$ cat config.mk
export PLATFORM = sky130hd
export DESIGN_NAME = peak_rms_level_meter
export DESIGN_NICKNAME = d
export VERILOG_FILES = /design/src/sv/prlm_pkg.sv /design/src/sv/peak_rms_level_meter.sv
export SDC_FILE = /design/constraint.sdc
export NUM_CORES = 2
export LEC_CHECK = 0
export ABC_AREA = 1
export BUFFER_PORTS_ARGS = -buffer_cell sky130_fd_sc_hd__buf_2
export CAP_MARGIN = 20
export CORE_ASPECT_RATIO = 1.4
export CORE_MARGIN = 5
export CORE_UTILIZATION = 60
export CTS_CLUSTER_DIAMETER = 120
export DETAILED_ROUTE_END_ITERATION = 8
export PLACE_DENSITY = 0.87
export SYNTH_ARGS = -nofsm -noshare
export SYNTH_HDL_FRONTEND = slang
export SYNTH_SLANG_ARGS = --single-unit
$ cat constraint.sdc
create_clock -name clk -period 20 [get_ports clk]
set_clock_uncertainty 0.1 [all_clocks]
set_input_delay 1 -clock clk [delete_from_list [all_inputs] [get_ports clk]]
set_output_delay 1 -clock clk [all_outputs]
set_load 0.01 [all_outputs]
$ cat src/sv/prlm_pkg.sv
`timescale 1ns / 1ps
// prlm_pkg: types and fixed constants of the peak and rms level meter
// no dependencies

package prlm_pkg;

  localparam int SAMPLE_W     = 24;
  localparam int CHAN_W       = 3;
  localparam int DECAY_W      = 16;
  localparam int MAX_CHANNELS = 8;
  localparam int ROOT_W       = 24;
  localparam int RAD_W        = 2 * ROOT_W;
  localparam int SREM_W       = ROOT_W + 1;
  localparam int AU_W         = SREM_W + 2;
  localparam int CFG_DATA_W   = 32;
  localparam int CFG_ADDR_W   = 3;

  localparam logic [DECAY_W-1:0] DECAY_RESET = 16'd6554;

  localparam logic OP_SAMPLE = 1'b0;
  localparam logic OP_CLEAR  = 1'b1;

  localparam logic REG_CHANNEL = 1'b0;
  localparam logic REG_DECAY   = 1'b1;

  typedef enum logic [2:0] {
    ST_IDLE,
    ST_ACC,
    ST_DIV,
    ST_SQRT,
    ST_BGAP,
    ST_BMUL,
    ST_BUPD,
    ST_DONE
  } prlm_state_t;

endpackage

$ cat src/sv/peak_rms_level_meter.sv
`timescale 1ns / 1ps
// peak_rms_level_meter: per-buffer peak and rms level meter with decay ballistics
// depends on prlm_pkg
// sample word without end mark: accepted, then accumulated; clear word: handled on acceptance
// end-marked word: accumulate, then 46 + clog2(MAX_BUFFER+1) divide steps and 24 root
//   steps on the shared subtract/compare unit, then 6 ballistics steps, before the result
//   word loads; divide and root steps are skipped if no sample was kept
// in_tready is low while a word is in work; one word in flight
// synchronous active-low reset clears meters, buffer state and registers

module peak_rms_level_meter
  import prlm_pkg::*;
#(
  parameter int MAX_BUFFER    = 4096,
  parameter int FRACTION_BITS = 16
) (
  input  logic                  clk,
  input  logic                  rst_n,
  input  logic                  in_tvalid,
  output logic                  in_tready,
  input  logic [31:0]           in_tdata,   // channel_index[2:0], sample[26:3]
  input  logic                  in_tuser,   // opcode
  input  logic                  in_tlast,   // end_of_buffer
  output logic                  out_tvalid,
  input  logic                  out_tready,
  output logic [47:0]           out_tdata,  // peak_level[23:0], rms_level[47:24]
  input  logic                  cfg_psel,
  input  logic                  cfg_penable,
  input  logic                  cfg_pwrite,
  input  logic [CFG_ADDR_W-1:0] cfg_paddr,
  input  logic [CFG_DATA_W-1:0] cfg_pwdata,
  output logic [CFG_DATA_W-1:0] cfg_prdata,
  output logic                  cfg_pready
);

  localparam int CNT_W = $clog2(MAX_BUFFER + 1);
  localparam int SUM_W = 2 * (SAMPLE_W - 1) + CNT_W;
  localparam int IT_W  = $clog2(SUM_W);
  localparam int MW    = SAMPLE_W + FRACTION_BITS;
  localparam logic [CNT_W-1:0] MAX_CNT    = CNT_W'(MAX_BUFFER);
  localparam logic [MW-1:0]    FULL_SCALE = MW'(1) << (MW - 1);

  prlm_state_t state_r, state_nxt;

  logic [CHAN_W-1:0]   chan_sel_r;
  logic [DECAY_W-1:0]  decay_r;

  logic                take_r;
  logic                last_r;
  logic [SAMPLE_W-1:0] mag_r;
  logic [2*SAMPLE_W-1:0] sq_r;

  logic [SAMPLE_W-1:0] bpeak_r;
  logic [SUM_W-1:0]    sum_r;
  logic [CNT_W-1:0]    cnt_r;
  logic [MW-1:0]       pk_meter_r;
  logic [MW-1:0]       rms_meter_r;

  logic [SUM_W-1:0]    div_r;
  logic [CNT_W-1:0]    drem_r;
  logic [RAD_W-1:0]    rad_r;
  logic [SREM_W-1:0]   srem_r;
  logic [ROOT_W-1:0]   root_r;
  logic [IT_W-1:0]     step_r;

  logic                sel_r;
  logic [MW-1:0]       mwork_r;
  logic [MW-1:0]       gap_r;
  logic [MW+DECAY_W-1:0] prod_r;

  logic                out_valid_r;
  logic [SAMPLE_W-1:0] out_pk_r;
  logic [SAMPLE_W-1:0] out_rms_r;

  logic                in_acc;
  logic                out_load;
  logic                cfg_wr;

  logic [CHAN_W-1:0]   in_chan;
  logic [SAMPLE_W-1:0] in_sample;
  logic signed [2*SAMPLE_W-1:0] in_sq;

  logic                keep;
  logic [CNT_W-1:0]    cnt_nxt;
  logic [SUM_W-1:0]    sum_nxt;
  logic [SAMPLE_W-1:0] bpeak_nxt;

  logic [AU_W-1:0]     au_a;
  logic [AU_W-1:0]     au_b;
  logic [AU_W:0]       au_diff;
  logic                au_ge;
  logic [SUM_W-1:0]    div_nxt;

  logic [SAMPLE_W-1:0] tgt;
  logic [MW-1:0]       tgt_m;
  logic [MW-1:0]       cur_m;
  logic [MW-1:0]       max_m;
  logic [MW-1:0]       upd_m;

  assign in_chan   = in_tdata[CHAN_W-1:0];
  assign in_sample = in_tdata[CHAN_W+SAMPLE_W-1:CHAN_W];
  assign in_sq     = $signed(in_sample) * $signed(in_sample);
  assign in_acc    = in_tvalid && in_tready;
  assign cfg_wr    = cfg_psel && cfg_penable && cfg_pwrite && cfg_pready;

  assign cfg_pready = 1'b1;
  always_comb begin
    unique case (cfg_paddr[2])
      REG_CHANNEL: cfg_prdata = CFG_DATA_W'(chan_sel_r);
      REG_DECAY:   cfg_prdata = CFG_DATA_W'(decay_r);
      default:     cfg_prdata = '0;
    endcase
  end

  // accumulate step
  assign keep      = take_r && (cnt_r < MAX_CNT);
  assign cnt_nxt   = keep ? cnt_r + 1'b1 : cnt_r;
  assign sum_nxt   = keep ? sum_r + SUM_W'(sq_r[2*SAMPLE_W-2:0]) : sum_r;
  assign bpeak_nxt = (keep && (mag_r > bpeak_r)) ? mag_r : bpeak_r;

  // shared subtract/compare unit for divide and root steps
  always_comb begin
    unique case (state_r)
      ST_DIV: begin
        au_a = AU_W'({drem_r, div_r[SUM_W-1]});
        au_b = AU_W'(cnt_r);
      end
      ST_SQRT: begin
        au_a = {srem_r, rad_r[RAD_W-1 -: 2]};
        au_b = AU_W'({root_r, 2'b01});
      end
      default: begin
        au_a = '0;
        au_b = '0;
      end
    endcase
  end
  assign au_diff = {1'b0, au_a} - {1'b0, au_b};
  assign au_ge   = !au_diff[AU_W];
  assign div_nxt = {div_r[SUM_W-2:0], au_ge};

  // ballistics
  assign tgt   = sel_r ? root_r : bpeak_r;
  assign tgt_m = MW'(tgt) << FRACTION_BITS;
  assign cur_m = sel_r ? rms_meter_r : pk_meter_r;
  assign max_m = (tgt_m > cur_m) ? tgt_m : cur_m;
  assign upd_m = mwork_r - prod_r[MW+DECAY_W-1:DECAY_W];

  always_comb begin
    state_nxt = state_r;
    unique case (state_r)
      ST_IDLE: if (in_acc && in_tuser == OP_SAMPLE) state_nxt = ST_ACC;
      ST_ACC: begin
        if (!last_r) state_nxt = ST_IDLE;
        else if (cnt_nxt != '0) state_nxt = ST_DIV;
        else state_nxt = ST_BGAP;
      end
      ST_DIV:  if (step_r == '0) state_nxt = ST_SQRT;
      ST_SQRT: if (step_r == '0) state_nxt = ST_BGAP;
      ST_BGAP: state_nxt = ST_BMUL;
      ST_BMUL: state_nxt = ST_BUPD;
      ST_BUPD: state_nxt = sel_r ? ST_DONE : ST_BGAP;
      ST_DONE: if (out_load) state_nxt = ST_IDLE;
      default: state_nxt = ST_IDLE;
    endcase
  end

  always_comb begin
    in_tready = (state_r == ST_IDLE);
    out_load  = (state_r == ST_DONE) && (!out_valid_r || out_tready);
  end

  always_ff @(posedge clk) begin
    if (!rst_n) begin
      state_r     <= ST_IDLE;
      chan_sel_r  <= '0;
      decay_r     <= DECAY_RESET;
      bpeak_r     <= '0;
      sum_r       <= '0;
      cnt_r       <= '0;
      pk_meter_r  <= '0;
      rms_meter_r <= '0;
      out_valid_r <= 1'b0;
      sel_r       <= 1'b0;
    end else begin
      state_r <= state_nxt;
      if (cfg_wr) begin
        unique case (cfg_paddr[2])
          REG_CHANNEL: chan_sel_r <= cfg_pwdata[CHAN_W-1:0];
          REG_DECAY:   decay_r    <= cfg_pwdata[DECAY_W-1:0];
          default: ;
        endcase
      end
      if (out_load) out_valid_r <= 1'b1;
      else if (out_tready) out_valid_r <= 1'b0;

      unique case (state_r)
        ST_IDLE: begin
          if (in_acc && in_tuser == OP_CLEAR) begin
            pk_meter_r  <= '0;
            rms_meter_r <= '0;
          end
        end
        ST_ACC: begin
          cnt_r   <= cnt_nxt;
          sum_r   <= sum_nxt;
          bpeak_r <= bpeak_nxt;
          sel_r   <= 1'b0;
        end
        ST_BUPD: begin
          if (sel_r) rms_meter_r <= upd_m;
          else pk_meter_r <= upd_m;
          sel_r <= 1'b1;
        end
        ST_DONE: begin
          if (out_load) begin
            bpeak_r <= '0;
            sum_r   <= '0;
            cnt_r   <= '0;
          end
        end
        default: ;
      endcase
    end
  end

  // payload, no reset
  always_ff @(posedge clk) begin
    unique case (state_r)
      ST_IDLE: begin
        take_r <= (in_chan == chan_sel_r) && (32'(in_chan) < MAX_CHANNELS) &&
                  (32'(chan_sel_r) < MAX_CHANNELS);
        last_r <= in_tlast;
        mag_r  <= in_sample[SAMPLE_W-1] ? (~in_sample + 1'b1) : in_sample;
        sq_r   <= $unsigned(in_sq);
      end
      ST_ACC: begin
        div_r  <= sum_nxt;
        drem_r <= '0;
        root_r <= '0;
        step_r <= IT_W'(SUM_W - 1);
      end
      ST_DIV: begin
        div_r  <= div_nxt;
        drem_r <= au_ge ? au_diff[CNT_W-1:0] : au_a[CNT_W-1:0];
        if (step_r == '0) begin
          rad_r  <= RAD_W'(div_nxt);
          srem_r <= '0;
          root_r <= '0;
          step_r <= IT_W'(ROOT_W - 1);
        end else begin
          step_r <= step_r - 1'b1;
        end
      end
      ST_SQRT: begin
        srem_r <= au_ge ? au_diff[SREM_W-1:0] : au_a[SREM_W-1:0];
        root_r <= {root_r[ROOT_W-2:0], au_ge};
        rad_r  <= {rad_r[RAD_W-3:0], 2'b00};
        step_r <= step_r - 1'b1;
      end
      ST_BGAP: begin
        mwork_r <= max_m;
        gap_r   <= max_m - tgt_m;
      end
      ST_BMUL: prod_r <= gap_r * decay_r;
      ST_DONE: begin
        if (out_load) begin
          out_pk_r  <= pk_meter_r[FRACTION_BITS +: SAMPLE_W];
          out_rms_r <= rms_meter_r[FRACTION_BITS +: SAMPLE_W];
        end
      end
      default: ;
    endcase
  end

  assign out_tvalid = out_valid_r;
  assign out_tdata  = {out_rms_r, out_pk_r};

  a_cnt_bound: assert property (@(posedge clk) disable iff (!rst_n)
    cnt_r <= MAX_CNT)
    else $error("sample count above buffer limit");

  a_div_rem: assert property (@(posedge clk) disable iff (!rst_n)
    (state_r == ST_DIV) |-> (drem_r < cnt_r))
    else $error("divide remainder not below divisor");

  a_meter_range: assert property (@(posedge clk) disable iff (!rst_n)
    (pk_meter_r <= FULL_SCALE) && (rms_meter_r <= FULL_SCALE))
    else $error("meter above full scale");

  a_clear: assert property (@(posedge clk) disable iff (!rst_n)
    (in_acc && in_tuser == OP_CLEAR) |=> (pk_meter_r == '0 && rms_meter_r == '0))
    else $error("clear word did not zero meters");

endmodule

==> flow_summary.ini <==
[logic_synthesis]
synth-edff-count = 398
synth-main-ff-cell = edfxtp_1
synth.area.top_cells = fa_1 (29%), edfxtp_1 (16%), nand2_1 (12%)
yosysWarningCount = 0
syn_inst = 9665
synth_cell_types = 55
avgSynthCellArea_um2 = 7.81
netlist_area_um2 = 75500
synthArstFlopShare_pct = 0
synth_seq_cells = 598
yosys.area.top_type_share_pct = 28.6
synth_top_cell_by_area = fa_1
synth.most_common_cell = nand2_1
synth_seq_area_share_pct = 21.1
synth_common_cells = nand2_1 (2484), inv_1 (2214), fa_1 (1079)

[critical_path]
crit_start = in_tdata[26]
critPathRequiredTime_ps = 20360
rr_worst_depth = 20
reg2reg_from = gap_r[33]
start_kind = primary input
worstPathArrival_ps = 8540
crit_path_max_fanout = 42
cp-end-kind = register
worst-setup-path-type = primary input to register

[layout]
layout-drive-gt1-share_pct = 3.92
fin_area_um2 = 79400
nNetsFinal = 11148
synthToLayoutAreaGrowth_pct = 5.16

[min_path]
min_from = pk_meter_r[22]
hold_depth = 0
hold_path.class = register to register

[timing]
timing.final.crit_period_ps = 8180
tightestPinTransition_ps = 1160
fmax_mhz = 122
rsz0062_at_grt = no
setup_viol_count_final = 0
relSlewSlack_pct = 22.5
final_max_slew_viol_count = 0
tns_ps = 0
fin_crit_sh_pct = 40.9
hold_viol_final = 0

[global_route]
grt_pass1_wl_mm = 358
antenna_found_initial = 8
met1_usage_pct = 36.2
gr-usage-met3_pct = 4.92
grt_max_degree = 104
grt_use_met2_pct = 61.3
track_usage_pct = 34.6
overflow = 0
grt-busiest-layer = met2
grt_pass1_vias = 68587

[detailed_routing]
vias = 64002
first_iter_violations = 5314
drt_pre_antenna_iters = 8
antenna_left = 0
drc_errors = 0
wirelength_mm = 230
drt-vias-per-instance = 5.70
routedWlPerCell_um = 20.4

[clock_tree]
cts_resized = 0
clk-insertion-delay-late_ps = 690
cts_max_path_buffers = 3
htree_levels = 2
post-cts-setup-buffers = 0
cts_root_buf = clkbuf_16
cts_inserted_buffers = 61
clk_pin_slew_ps = 80
cts_tree = yes
hold_buffers = 0
cts.sinks = 598

[die]
fp.dieArea_um2 = 133000
die_x_um = 310
ios = 159
std_cell_rows = 154
initial_core_util_pct = 60.2
core_area_um2 = 125000
die_h_um = 430

[place]
port_buffers = 118
routabilityCongestion = 1.07
dpl_cell_area_um2 = 77200
dp_hpwl_mm = 183

[flow_run]
max-cap-violations = 0

[outcome]
status = completed
## logic make-up (layout without fill, tap and decap cells)
group	Yosys count	in the layout	share of synthesized area (%)
compound gates	1030	1030	7.36
xor+xnor	186	186	2.16
fa+ha+maj	1535	1535	36.2
buf+inv	2612	2522	13.1
flops	598	598	21.1
mux	35	35	0.464
other cells	2	21	0.00995
simple gates	3667	3667	19.6
## routing by layer
| layer | wire length, um | vias to the layer above |
|---|---|---|
| met5 | 13 | - |
| li1 | - | 29006 |
| met1 | 74600 | 30667 |
| met3 | 16300 | 1191 |
| met4 | 23500 | 2 |
| met2 | 115000 | 3136 |
## state kept, by name (all words and copies together) (netlist names), 24 cells and up
name	flops
gap_r	24
out_pk_r	24
mwork_r	40
sq_r	45
srem_r	25
root_r	24
prod_r	40
rad_r	48
rms_meter_r	40
sum_r	59
pk_meter_r	40
mag_r	24
div_r	59
bpeak_r	24
out_rms_r	24
## final timing paths
path,slack (ps),end
setup / recovery,11820,sq_r[46]
hold / removal,320,out_pk_r[6]
setup reg to reg,11850,prod_r[45]
hold reg to reg,320,out_pk_r[6]
## critical path, cell delays in order
cell and delay, ps:
buf_2 80, buf_4 470, nand2_1 230, inv_1 150
fa_1 570, fa_1 710, inv_1 230, fa_1 1010
inv_1 270, fa_1 520, fa_1 570, fa_1 430
fa_1 450, ha_1 380, a21oi_1 230, o21a_1 200
o21ai_0 100, a21oi_1 240, nand3_1 200, nand2_1 110
nand3_1 160, nor2_1 160, nor2_1 50
## layout by cell type (no fill, tap or decap), types with 33 or more instances in the layout
cell type / count
buf_4: 62
nand3_1: 381
xor2_1: 116
xnor2_1: 70
nand4_1: 65
nand2_1: 2483
edfxtp_1: 398
dfxtp_1: 199
mux2i_1: 35
or2_2: 57
nor3_1: 52
ha_1: 456
a21oi_1: 479
clkbuf_16: 62
o21ai_0: 357
fa_1: 1079
a21o_1: 33
nor2_1: 562
buf_2: 118
inv_1: 2212
## area by class of cell
class	instances	area, um2
diodes	4	10.0
clock buffers	79	1680
clock inverters	37	515
fillers	10494	46000
inverters	2226	8360
multi-input cells	6470	49800
flip-flops and latches	598	16000
well taps	1638	2050
repair buffers	180	1060
## through the flow
| stage | std cells | util, % | worst slack, ps | hold WS [ps] |
|---|---|---|---|---|
| 2_1_floorplan | 9680 | - | 12540 | 317 |
| 3_3_place_gp | 11112 | 61.5 | 11330 | 328 |
| 3_5_place_dp | 11112 | 61.5 | 11240 | 336 |
| 4_1_cts | 11228 | 63.3 | 11950 | 335 |
| 5_1_grt | 11228 | 63.3 | 11590 | 343 |
| 6_report | 11232 | 63.3 | 11820 | 320 |
Power is not shown: default switching activity piles up to over one toggle a cycle in this logic, so the estimate is an artifact.
